===== config.mk =====
export PLATFORM = sky130hd
export DESIGN_NAME = apf_ctrl
export DESIGN_NICKNAME = d
export VERILOG_FILES = /design/src/audio_playback_fifo_defines.svh /design/src/apf_pkg.sv /design/src/apf_ctrl.sv
export SDC_FILE = /design/constraint.sdc
export NUM_CORES = 1
export LEC_CHECK = 0
export ABC_CLOCK_PERIOD_IN_PS = 1100
export BUFFER_PORTS_ARGS = -buffer_cell sky130_fd_sc_hd__buf_2
export CAP_MARGIN = 30
export CORE_AREA = 2 2 39 41
export CTS_BUF_LIST = sky130_fd_sc_hd__clkbuf_2
export CTS_CLUSTER_DIAMETER = 50
export DETAILED_ROUTE_END_ITERATION = 8
export DIE_AREA = 0 0 41 43
export GPL_TIMING_DRIVEN = 0
export SYNTH_ARGS = -nofsm -noshare
export SYNTH_HDL_FRONTEND = slang
export SYNTH_SLANG_ARGS = --single-unit

===== constraint.sdc =====
create_clock -name clk_i -period 1.1 [get_ports clk_i]
set_input_delay 0.055 -clock clk_i [delete_from_list [all_inputs] [get_ports clk_i]]
set_output_delay 0.055 -clock clk_i [all_outputs]
set_load 0.01 [all_outputs]

===== src/audio_playback_fifo_defines.svh =====
// ----------------------------------------------------------------------------
// audio_playback_fifo_defines
// assertion macros used by the playback fifo top level
// ----------------------------------------------------------------------------
`ifndef AUDIO_PLAYBACK_FIFO_DEFINES_SVH
`define AUDIO_PLAYBACK_FIFO_DEFINES_SVH

// antecedent implies consequent in the same cycle
`define APF_ASSERT_IMPLY(lbl, clk, rstn, ante, cons, msg) \
  lbl: assert property (@(posedge clk) disable iff (!rstn) (ante) |-> (cons)) \
    else $error(msg);

// condition holds at every clock edge out of reset
`define APF_ASSERT_HOLDS(lbl, clk, rstn, cond, msg) \
  lbl: assert property (@(posedge clk) disable iff (!rstn) (cond)) \
    else $error(msg);

`endif


===== src/apf_pkg.sv =====
// ----------------------------------------------------------------------------
// apf_pkg
// widths, codes and controller types of the audio playback fifo
// ----------------------------------------------------------------------------
package apf_pkg;

  // payload field widths
  localparam int OP_W       = 2;
  localparam int FRAMES_W   = 15;
  localparam int PTS_IN_W   = 32;
  localparam int TB_W       = 32;
  localparam int SAMPLE_W   = 16;
  localparam int PTS_W      = 64;
  localparam int CH_W       = 2;
  localparam int RATE_W     = 18;
  localparam int PROD_W     = PTS_IN_W + RATE_W;

  // configuration port
  localparam int CFG_IDX_W  = 2;
  localparam int CFG_DATA_W = 18;
  localparam logic [CFG_IDX_W-1:0] CFG_CHANNELS    = 2'd0;
  localparam logic [CFG_IDX_W-1:0] CFG_SAMPLE_RATE = 2'd1;
  localparam logic [CH_W-1:0]      CHANNELS_RESET    = 2'd2;
  localparam logic [RATE_W-1:0]    SAMPLE_RATE_RESET = 18'd48000;

  // defaults of the top level parameters
  localparam int DEF_BUFFER_DEPTH    = 16384;
  localparam int DEF_MAX_READ_FRAMES = 32;

  // operation codes
  localparam logic [OP_W-1:0] OP_HEADER = 2'd0;
  localparam logic [OP_W-1:0] OP_WRITE  = 2'd1;
  localparam logic [OP_W-1:0] OP_READ   = 2'd2;

  typedef enum logic [2:0] {
    ST_IDLE,
    ST_MUL,
    ST_DIV_GO,
    ST_DIV,
    ST_HEADER,
    ST_RD_SETUP,
    ST_RD_FETCH,
    ST_RD_EMIT
  } apf_state_e;

  typedef struct packed {
    logic in_ready;
    logic mul_load;
    logic div_start;
    logic pts_load;
    logic hdr_emit;
    logic rd_setup;
    logic rd_fetch;
    logic rd_emit;
  } apf_cmd_t;

  typedef struct packed {
    logic            in_valid;
    logic [OP_W-1:0] in_op;
    logic            hdr_load;
    logic            rd_none;
    logic            div_done;
    logic            out_free;
    logic            rd_last;
  } apf_stat_t;

endpackage


===== src/apf_ctrl.sv =====
// ----------------------------------------------------------------------------
// apf_ctrl
// sequencer for header, timestamp load and read streaming
// ----------------------------------------------------------------------------
module apf_ctrl (
  input  logic               clk_i,
  input  logic               rst_ni,
  input  apf_pkg::apf_stat_t stat_i,
  output apf_pkg::apf_cmd_t  cmd_o
);
  import apf_pkg::*;

  apf_state_e state_q, state_d;

  always_comb begin
    state_d = state_q;
    unique case (state_q)
      ST_IDLE: begin
        if (stat_i.in_valid) begin
          case (stat_i.in_op)
            OP_HEADER: state_d = stat_i.hdr_load ? ST_MUL : ST_HEADER;
            OP_READ:   state_d = stat_i.rd_none ? ST_IDLE : ST_RD_SETUP;
            default:   state_d = ST_IDLE;
          endcase
        end
      end
      ST_MUL:      state_d = ST_DIV_GO;
      ST_DIV_GO:   state_d = ST_DIV;
      ST_DIV:      if (stat_i.div_done) state_d = ST_HEADER;
      ST_HEADER:   if (stat_i.out_free) state_d = ST_IDLE;
      ST_RD_SETUP: state_d = ST_RD_FETCH;
      ST_RD_FETCH: state_d = ST_RD_EMIT;
      ST_RD_EMIT: begin
        if (stat_i.out_free) state_d = stat_i.rd_last ? ST_IDLE : ST_RD_FETCH;
      end
      default:     state_d = ST_IDLE;
    endcase
  end

  always_comb begin
    cmd_o = '0;
    unique case (state_q)
      ST_IDLE:     cmd_o.in_ready  = 1'b1;
      ST_MUL:      cmd_o.mul_load  = 1'b1;
      ST_DIV_GO:   cmd_o.div_start = 1'b1;
      ST_DIV:      cmd_o.pts_load  = stat_i.div_done;
      ST_HEADER:   cmd_o.hdr_emit  = stat_i.out_free;
      ST_RD_SETUP: cmd_o.rd_setup  = 1'b1;
      ST_RD_FETCH: cmd_o.rd_fetch  = 1'b1;
      ST_RD_EMIT:  cmd_o.rd_emit   = stat_i.out_free;
      default:     cmd_o = '0;
    endcase
  end

  always_ff @(posedge clk_i or negedge rst_ni) begin
    if (!rst_ni) begin
      state_q <= ST_IDLE;
    end else begin
      state_q <= state_d;
    end
  end

endmodule


==> metrics, run 1 <==
FF/Latch Area 77.57 um2; Mapped Area 344.1 um2; Synth top area share 21.82%; I/O pin total 18; drt pass-1 iters 3; first-pass GRT wire length 1352 um; final slew viol count 0; HP Class in -> async; PortBufs 17; internal power 789.3 uW; EDFF count, synth 0; prevailing post-synth register cell dfrtp_1; Top reg by flops state_q; Layout Nets 78; sequential share of power 18.8%; Synth Area in XOR/XNOR 2.545%; most frequent CP cell buf_6; share of post-route cells with drive strength above 1 61.19%; wire length per cell between 10 and 15 um; # rows 14; Final Skew between 0.0003 and 0.0004 ns; final setup vio count 8; Worst-path clk slew 0.04 ns; Combinational Power Share 70.3%; pwr/cell area approximately 2500 nW/um2; asr flop ratio synth 100.0%; Crit path largest cell delay between 0.4 and 0.5 ns; vias in the first global route between 300 and 400; Clk Latency, worst-skew pair 0.19 ns; Bufs on Longest Clock Path 2; compound-gate portion of the synthesized area a little under a fifth; CP Cell Sequence buf_6 -> and3b_2 -> buf_6; Die Width 41 um; Area Overhead vs Synth 61.82%; Multi-input gate area 252.7 um2; die footprint ~1800 um2; fin area 556.8 um2; CTS tree done; Tot GR Track Use 11.36%; Max Freq 838.8 MHz; CP max-delay cell dfrtp_2; Sw Ratio between 40% and 50%; Yosys top cell by area dfrtp_1; Hold Slack 0.1826 ns; critical path fanouts, max 10; failing checks setup timing; Simple-Gate Fraction of Synth Area 45.45%; max cap viols 0; WS Path Type reg -> out; placed cell areas 449.2 um2; CORE AREA around 1400 um2; RSZ-0062 raised after global routing true; syn avg cell area 8.392 um2; Synth area leaders dfrtp_1, buf_6, nand3b_1, nor4_4, and3b_2; detailed-route via count roughly 380; DR iter-0 viols 5; Via density between 4 and 5; Max VDD drop 991.9 uV; crit path launch type flop; CTS Buf Count 3; post-synth net total 51; final worst slack -0.09217 ns; initial antenna violation count 0; main combinational cell family by area after synthesis simple AND/OR/NAND/NOR gates; GP Congestion 0.6913; grt ovf 0; #FFs+latches synth 3; relative slew slack a little under nine tenths; CP endpoint kind output pin; n_diodes 0; Synth cell types 24; adder-cell area share of the yosys netlist 0%; leakage approximately 0.00027 uW; Yosys Warn Count 0; run status finished with violations; arrival time worst endpoint 1.14 ns; Tcrit/Tclk final 108.4%; antenna-violating nets left 0; Inst Count DP 74; fin cells just over 80; WL final slightly below 900 um; Final Hold Fails 0; required time of the critical path between 1 and 1.5 ns; Initial Util 24.86%; die span in y 43 um; max FFs per register 3; Period minus WS final approximately 1.2 ns; Clk pwr share 10.9%; sequential area share after synthesis 21.82%; Fill cells between 150 and 200; Post-Synthesis Cells 41; # DRC 0; CP bufs+invs 2; top flop regs state_q (3); clk sinks 3; mux share of post-synthesis cell area 0%; largest net degree at the start of global routing 11; Worst path top cell family by delay flip-flops; htree depth 1; Slew @ Worst Pin 0.2111 ns; count leader, synth nor2_1; Net Switching 577.6 uW; Root Driver clkbuf_2; most instantiated cells after synthesis nor2_1, dfrtp_1, nand2_1, nand2b_1, nand3b_1
## routing by layer
metal	routed length [um]	vias to the layer above	global-route usage (%)	part of all wire (%)
li1	-	200	-	-
met1	410	163	13.87	47
met2	400	15	17.19	46
met3	63	0	3.141	7.2
met5	0	-	0	0
met4	0	0	6.000	0
## final cells by class
cell class | instances | share of cell area (%)
flip-flops and latches | 3 | 13.93
inverters | 1 | 0.6742
multi-input cells | 33 | 45.39
plain buffers | 4 | 8.090
repair buffers | 22 | 24.72
clock buffers | 4 | 3.596
well taps | 16 | 3.596
## stage by stage
stage	setup TNS, ns	power, uW	worst slack (ns)	utilization [%]
after CTS	-0.7498	1332	-0.1162	38.79
final	-0.5325	1367	-0.09217	40.24
after detailed placement	-0.1794	1008	-0.09454	32.46
after floorplan	0	814.2	0.0007996	-
after global placement	-0.1597	997.0	-0.08837	32.46
after global routing	-1.118	1472	-0.1498	40.24
## path summary, 6_finish.rpt
kind / startpoint / endpoint / slack, ns / cells past startpoint
max: state_q[2] / cmd_o[1] / -0.09 / 3
min: rst_ni / state_q[1] / 0.18 / 2
max reg2reg: state_q[0] / state_q[2] / -0.06 / 3
min reg2reg: state_q[0] / state_q[2] / 0.69 / 3
max in group asynchronous: rst_ni / state_q[0] / 0.80 / 2
min in group clk_i: stat_i[3] / state_q[2] / 0.20 / 4
## layout by cell type, fill, tap and decap left out
cell type,count
buf_2,15
buf_6,6
nor2_1,4
clkbuf_2,4
buf_4,4
nand2_1,3
nand3b_1,3
nor3b_2,2
and3b_2,2
nand2b_1,2
nand3_1,2
a21oi_1,2
dfrtp_2,2
nand2_2,1
nor3_2,1
nand2b_4,1
nor3_1,1
xnor2_1,1
a21o_2,1
o221ai_2,1
nor4_4,1
or3_1,1
a31oi_1,1
inv_1,1
o21ai_0,1
a21bo_1,1
a32o_1,1
dlygate4sd3_1,1
dfrtp_1,1
## what timing repair did
item | CTS | global route
endpoints found under the setup margin | 10 | 10
setup buffers | 1 | 2
hold buffers | 1 | 0
gates resized for setup | 11 | 1
hold endpoints to repair | 3 | 0
gates cloned | 1 | 0
pin swaps | 6 | 1
## power groups by stage
stage	combinational (uW)	clock, uW	sequential, uW
final	961	149	257
after global routing	1040	169	266
after CTS	914	161	257
after detailed placement	760	0	247
after global placement	751	0	246
after floorplan	585	0	230
## worst reg2reg max path: stages, from the launching register on
cell	delay, ns
dfrtp_2	0.44
or3_1	0.37
a21oi_1	0.15
a31oi_1	0.07
## cell families (layout without fill, tap and decap cells)
logic type / after synthesis / count (layout)
AO/OA/AOI/OAI: 8 / 8
XOR/XNOR: 1 / 1
buffers and inverters: 5 / 31
flip-flops: 3 / 3
AND/OR/NAND/NOR: 24 / 24
No activity file was read; power rests on OpenSTA's default activity.
==> inputs of run 2 (changes only) <==
--- a/config.mk
+++ b/config.mk
@@ -14,6 +14,7 @@
 export DETAILED_ROUTE_END_ITERATION = 8
 export DIE_AREA = 0 0 41 43
 export GPL_TIMING_DRIVEN = 0
+export SETUP_SLACK_MARGIN = 0.05
 export SYNTH_ARGS = -nofsm -noshare
 export SYNTH_HDL_FRONTEND = slang
 export SYNTH_SLANG_ARGS = --single-unit
==> run 2 against run 1 <==
  * The run still ends with setup timing left
  * Global-route usage grew 0.31 points
  * Register-to-register slack worse by 0.05 ns
  * Highest routed layer unchanged
  * Combinational power up 11%
  * Die area is the same
  * Final cell count is 1.2% higher
  * Critical path type is now reg -> reg
  * Worst hold slack worse by 0.0076 ns
  * Wire length is 14% higher
==> metrics, run 2 (synthesis gave the netlist of run 1 again) <==
Net Switching 620.8 uW (was 577.6 uW); Period minus WS final 1.209 ns (was 1.192 ns); Layout Nets 79 (was 78); dpl ws -0.07098 ns (was -0.09454 ns); top flop regs state_q (3) (unchanged); clk sinks 3 (unchanged); die footprint 1763 um2 (unchanged); max FFs per register 3 (unchanged); CTS Buf Count 3 (unchanged); drt pass-1 iters 4 (was 3); vias in the first global route 336 (was 349); Final TNS setup -0.6349 ns (was -0.5325 ns); Final Skew 0.001300 ns (was 0.0003541 ns); grt ovf 0 (unchanged); detailed-route via count 384 (was 378); wire length per cell 11.81 um (was 10.53 um); placed cell areas 456.7 um2 (was 449.2 um2); antenna-violating nets left 0 (unchanged); Slew @ Worst Pin 0.2167 ns (was 0.2111 ns); die span in y 43 um (unchanged); CORE AREA 1384 um2 (unchanged); HPWL after DPL 618.6 um; Final Hold Fails 0 (unchanged); first-pass GRT wire length 1373 um (was 1352 um); # DRC 0 (unchanged); Crit path largest cell delay 0.46 ns (was 0.45 ns); Die Width 41 um (unchanged); Critical R2R Capture state_q[2] (unchanged); Power, Total 1485 uW (was 1367 uW); failing checks setup timing (unchanged); PortBufs 17 (unchanged); Worst R2R Setup Slack -0.11 ns (was -0.06 ns); worst reg-to-reg path cell count 3 (unchanged); run status finished with violations (unchanged); Sw Ratio 41.81% (was 42.26%); critical path fanouts, max 6 (was 10); fin area 584.3 um2 (was 556.8 um2); relative slew slack 85.45% (was 85.82%); Initial Util 24.86% (unchanged); WL final 992 um (was 874 um); Max Freq 826.9 MHz (was 838.8 MHz); CP Cell Sequence or3_1 -> a21oi_1 -> a31oi_1 (was buf_6 -> and3b_2 -> buf_6); max cap viols 0 (unchanged); GP Congestion 0.6814 (was 0.6913); CP endpoint kind flop (was output pin); # rows 14 (unchanged); Tot GR Track Use 11.67% (was 11.36%); most frequent cells in the layout buf_2, buf_6, nor2_1, clkbuf_2 (was buf_2, buf_6, nor2_1, clkbuf_2, buf_4); final worst slack -0.1094 ns (was -0.09217 ns); leakage 0.0002834 uW (was 0.0002654 uW); reg2reg start state_q[0] (unchanged); required time of the critical path 1.17 ns (was 1.04 ns); Top reg by flops state_q (unchanged); Fill cells 146 (was 159); DR iter-0 viols 4 (was 5); largest net degree at the start of global routing 11 (unchanged); Worst-path clk slew 0.04 ns (about the same); commonest non-fill, non-tap cell in the layout buf_2 (unchanged); sequential share of power 17.5% (was 18.8%); Bufs on Longest Clock Path 2 (unchanged); Clk pwr share 10.3% (was 10.9%); arrival time worst endpoint 1.28 ns (was 1.14 ns); internal power 863.8 uW (was 789.3 uW); I/O pin total 18 (unchanged); HP Class in -> async (unchanged); Tcrit/Tclk final 109.9% (was 108.4%); Hold Slack 0.1750 ns (was 0.1826 ns); RSZ-0062 raised after global routing true (unchanged); Root Driver clkbuf_2 (unchanged); n_diodes 0 (unchanged); Area Overhead vs Synth 69.82% (was 61.82%); htree depth 1 (unchanged); Max VDD drop 860.9 uV (was 991.9 uV); Worst path top cell family by delay flip-flops (unchanged); final slew viol count 0 (unchanged); share of post-route cells with drive strength above 1 63.24% (was 61.19%); CTS tree done (unchanged); WS Path Type reg -> reg (was reg -> out); initial antenna violation count 0 (unchanged); CP bufs+invs 0 (was 2); crit path launch type flop (unchanged); final setup vio count 8 (unchanged); pwr/cell area 2541 nW/um2 (was 2455 nW/um2); Combinational Power Share 72.2% (was 70.3%); Via density 4.571 (was 4.554); CP max-delay cell dfrtp_2 (unchanged); Clk Latency, worst-skew pair 0.20 ns (was 0.19 ns)
==> run 2: layout make-up <==
class	instances	area, um2	share of cell area, %
well taps	16	20.02	3.426
multi-input cells	33	265.3	45.40
plain buffers	4	45.04	7.709
clock buffers	4	20.02	3.426
flip-flops and latches	3	77.57	13.28
inverters	1	3.754	0.6424
repair buffers	23	152.6	26.12
==> run 2: power by group through the flow <==
| stage | logic [uW] | registers [uW] | clock network, uW |
|---|---|---|---|
| floorplan | 599 | 231 | 0 |
| global placement | 768 | 246 | 0 |
| detailed placement | 766 | 248 | 0 |
| CTS | 945 | 232 | 167 |
| global route | 1160 | 264 | 175 |
| finish | 1070 | 260 | 153 |
==> run 2: how the worst max path moves through the flow <==
stage	from	depth (start not counted)	slack, ns	endpoint
final	state_q[0]	3	-0.11	state_q[2]
after detailed placement	state_q[1]	4	-0.07	state_q[2]
after global placement	state_q[1]	4	-0.07	state_q[2]
after CTS	state_q[1]	4	-0.13	cmd_o[2]
after global routing	state_q[1]	4	-0.15	cmd_o[2]
after floorplan	state_q[0]	3	0.02	state_q[2]
==> run 2: through the flow <==
stage	cells	utilization, %
finish	84	42.22
global route	84	42.22
CTS	82	39.06
detailed placement	74	33.00
global placement	74	33.00
floorplan	41	-
==> run 2: timing repair <==
item | in CTS | in global routing
resized for setup | 8 | 7
buffers inserted | 3 | 1
cloned | 0 | 1
setup endpoints to repair | 11 | 10
hold endpoints to repair | 3 | 0
pin swaps | 6 | 3
hold buffers | 1 | 0
==> run 2: layer usage <==
metal,global-route usage (%),share of wire (%)
met5,0,0
met4,10.00,0
met3,1.571,8.7
met2,16.56,48
met1,14.56,43
==> inputs of run 3 (changes only) <==
==> constraint.sdc (replaced) <==
create_clock -name clk_i -period 1.1 [get_ports clk_i]
set_input_delay 0.165 -clock clk_i [delete_from_list [all_inputs] [get_ports clk_i]]
set_output_delay 0.165 -clock clk_i [all_outputs]
set_load 0.01 [all_outputs]
==> run 3 against run 2 <==
  * The run still ends with setup timing left
  * Combinational power is 16% higher
  * Fmax is 7.8% lower
  * Setup slack worse by 0.10 ns
  * Sequential share of layout area is 1.0 points lower
  * Via count is 9.4% higher
  * Cell area is 8.1% higher
  * Count of clock-buffer cells in the layout stayed put
  * Clock skew hardly changed
  * Highest routed layer is now met4
==> metrics, run 3 (synthesis gave the netlist of run 1 again) <==
Combinational Power Share 76.3% (was 72.2%); CTS tree done (unchanged); critical path fanouts, max 7 (was 6); CP endpoint kind output pin (was flop); sequential share of power 14.1% (was 17.5%); Tot GR Track Use 14.70% (was 11.67%); Net Switching 672.7 uW (was 620.8 uW); required time of the critical path 0.94 ns (was 1.17 ns); die span in y 43 um (unchanged); Layout Nets 83 (was 79); Tcrit/Tclk final 119.3% (was 109.9%); CORE AREA 1384 um2 (unchanged); Final Hold Fails 0 (unchanged); I/O pin total 18 (unchanged); clk sinks 3 (unchanged); HP Class in -> async (unchanged); grt ovf 0 (unchanged); failing checks setup timing (unchanged); relative slew slack 85.28% (was 85.45%); Highest Signal Layer met4 (was met3); dpl ws -0.08815 ns (was -0.07098 ns); RSZ-0062 raised after global routing true (unchanged); # rows 14 (unchanged); Clk Latency, worst-skew pair 0.20 ns (about the same); Die Width 41 um (unchanged); n_diodes 0 (unchanged); Bufs on Longest Clock Path 2 (unchanged); WL final 1065 um (was 992 um); DR iter-0 viols 9 (was 4); first-pass GRT wire length 1759 um (was 1373 um); drt pass-1 iters 3 (was 4); met1 WL 414 um (was 427 um); Sw Ratio 41.48% (was 41.81%); run status finished with violations (unchanged); Critical R2R Capture state_q[2] (unchanged); Via density 4.773 (was 4.571); internal power 948.9 uW (was 863.8 uW); max cap viols 0 (unchanged); most frequent cells in the layout buf_2, buf_4, buf_6 (was buf_2, buf_6, nor2_1, clkbuf_2); final worst slack -0.2119 ns (was -0.1094 ns); top flop regs state_q (3) (unchanged); Max Freq 762.2 MHz (was 826.9 MHz); Initial Util 24.86% (unchanged); Area Overhead vs Synth 83.64% (was 69.82%); reg2reg start state_q[1] (was state_q[0]); initial antenna violation count 0 (unchanged); CTS Buf Count 3 (unchanged); WS Path Type reg -> out (was reg -> reg); arrival time worst endpoint 1.15 ns (was 1.28 ns); Worst-path clk slew 0.04 ns (about the same); leakage 0.0003019 uW (was 0.0002834 uW); Worst R2R Setup Slack -0.18 ns (was -0.11 ns); die footprint 1763 um2 (unchanged); vias in the first global route 396 (was 336); htree depth 1 (unchanged); # DRC 0 (unchanged); Final Skew 0.0008487 ns (was 0.001300 ns); wire length on met2 582 um (was 478 um); placed cell areas 470.5 um2 (was 456.7 um2); fin area 631.9 um2 (was 584.3 um2); detailed-route via count 420 (was 384); antenna-violating nets left 0 (unchanged); PortBufs 17 (unchanged); share of post-route cells with drive strength above 1 69.44% (was 63.24%); Clk pwr share 9.5% (was 10.3%); worst reg-to-reg path cell count 5 (was 3); HPWL after DPL 622.6 um (was 618.6 um); Root Driver clkbuf_2 (unchanged); crit path launch type flop (unchanged); largest net degree at the start of global routing 11 (unchanged); final setup vio count 10 (was 8); GP Congestion 0.7337 (was 0.6814); met3 WL 55 um (was 86 um); pwr/cell area 2566 nW/um2 (was 2541 nW/um2); Fill cells 147 (was 146); Period minus WS final 1.312 ns (was 1.209 ns); max FFs per register 3 (unchanged); Max VDD drop 1046 uV (was 860.9 uV); Top reg by flops state_q (unchanged); wire length per cell 12.10 um (was 11.81 um); commonest non-fill, non-tap cell in the layout buf_2 (unchanged); Slew @ Worst Pin 0.2192 ns (was 0.2167 ns); final slew viol count 0 (unchanged)
run 3: power by group through the flow:
| stage | Sequential [uW] | Combinational [uW] | Clock (uW) |
|---|---|---|---|
| final | 229 | 1240 | 154 |
| after global routing | 233 | 1340 | 166 |
| after CTS | 219 | 1130 | 162 |
| after detailed placement | 252 | 809 | 0 |
| after global placement | 250 | 799 | 0 |
| after floorplan | 235 | 628 | 0 |
run 3: area by class of cell:
type | instances | area, um2 | share of cell area, %
multi-input cells | 33 | 274.0 | 43.37
repair buffers | 27 | 187.7 | 29.70
flip-flops and latches | 3 | 77.57 | 12.28
plain buffers | 4 | 48.80 | 7.723
clock buffers | 4 | 20.02 | 3.168
well taps | 16 | 20.02 | 3.168
inverters | 1 | 3.754 | 0.5941
run 3: through the flow:
step	total power, uW	hold WS (ns)	cells	TNS, ns	utilization, %
floorplan	863.2	-0.1306	41	-0.001134	-
global placement	1050	-0.03968	74	-0.2389	34.00
detailed placement	1061	-0.03892	74	-0.2601	34.00
CTS	1510	0.2693	87	-1.730	43.13
global route	1743	0.2856	88	-2.199	45.66
finish	1622	0.2893	88	-1.628	45.66
run 3: layer usage:
layer	vias up	global-route usage, %
li1	208	-
met1	196	19.16
met2	14	23.44
met3	2	1.571
met4	0	6.000
met5	-	0
run 3: critical path, cell delays in order, from the launching register on:
cell and delay, ns:
dfrtp_1 0.36, buf_6 0.13, buf_8 0.13, and3b_2 0.23, buf_6 0.09
run 3: worst max-delay path by stage:
stage,end,startpoint,depth (start not counted)
after global placement,state_q[2],state_q[1],4
after global routing,cmd_o[2],state_q[1],4
after floorplan,cmd_o[3],state_q[1],3
after detailed placement,state_q[2],state_q[0],3
after CTS,cmd_o[2],state_q[1],4
final,cmd_o[2],state_q[1],4
run 3: what timing repair did:
item                                    CTS  global route
hold buffers                              1             0
resized for setup                         6             6
setup buffers                             8             1
pin swaps                                 4             2
hold endpoints to repair                  3             0
endpoints found under the setup margin   10            11
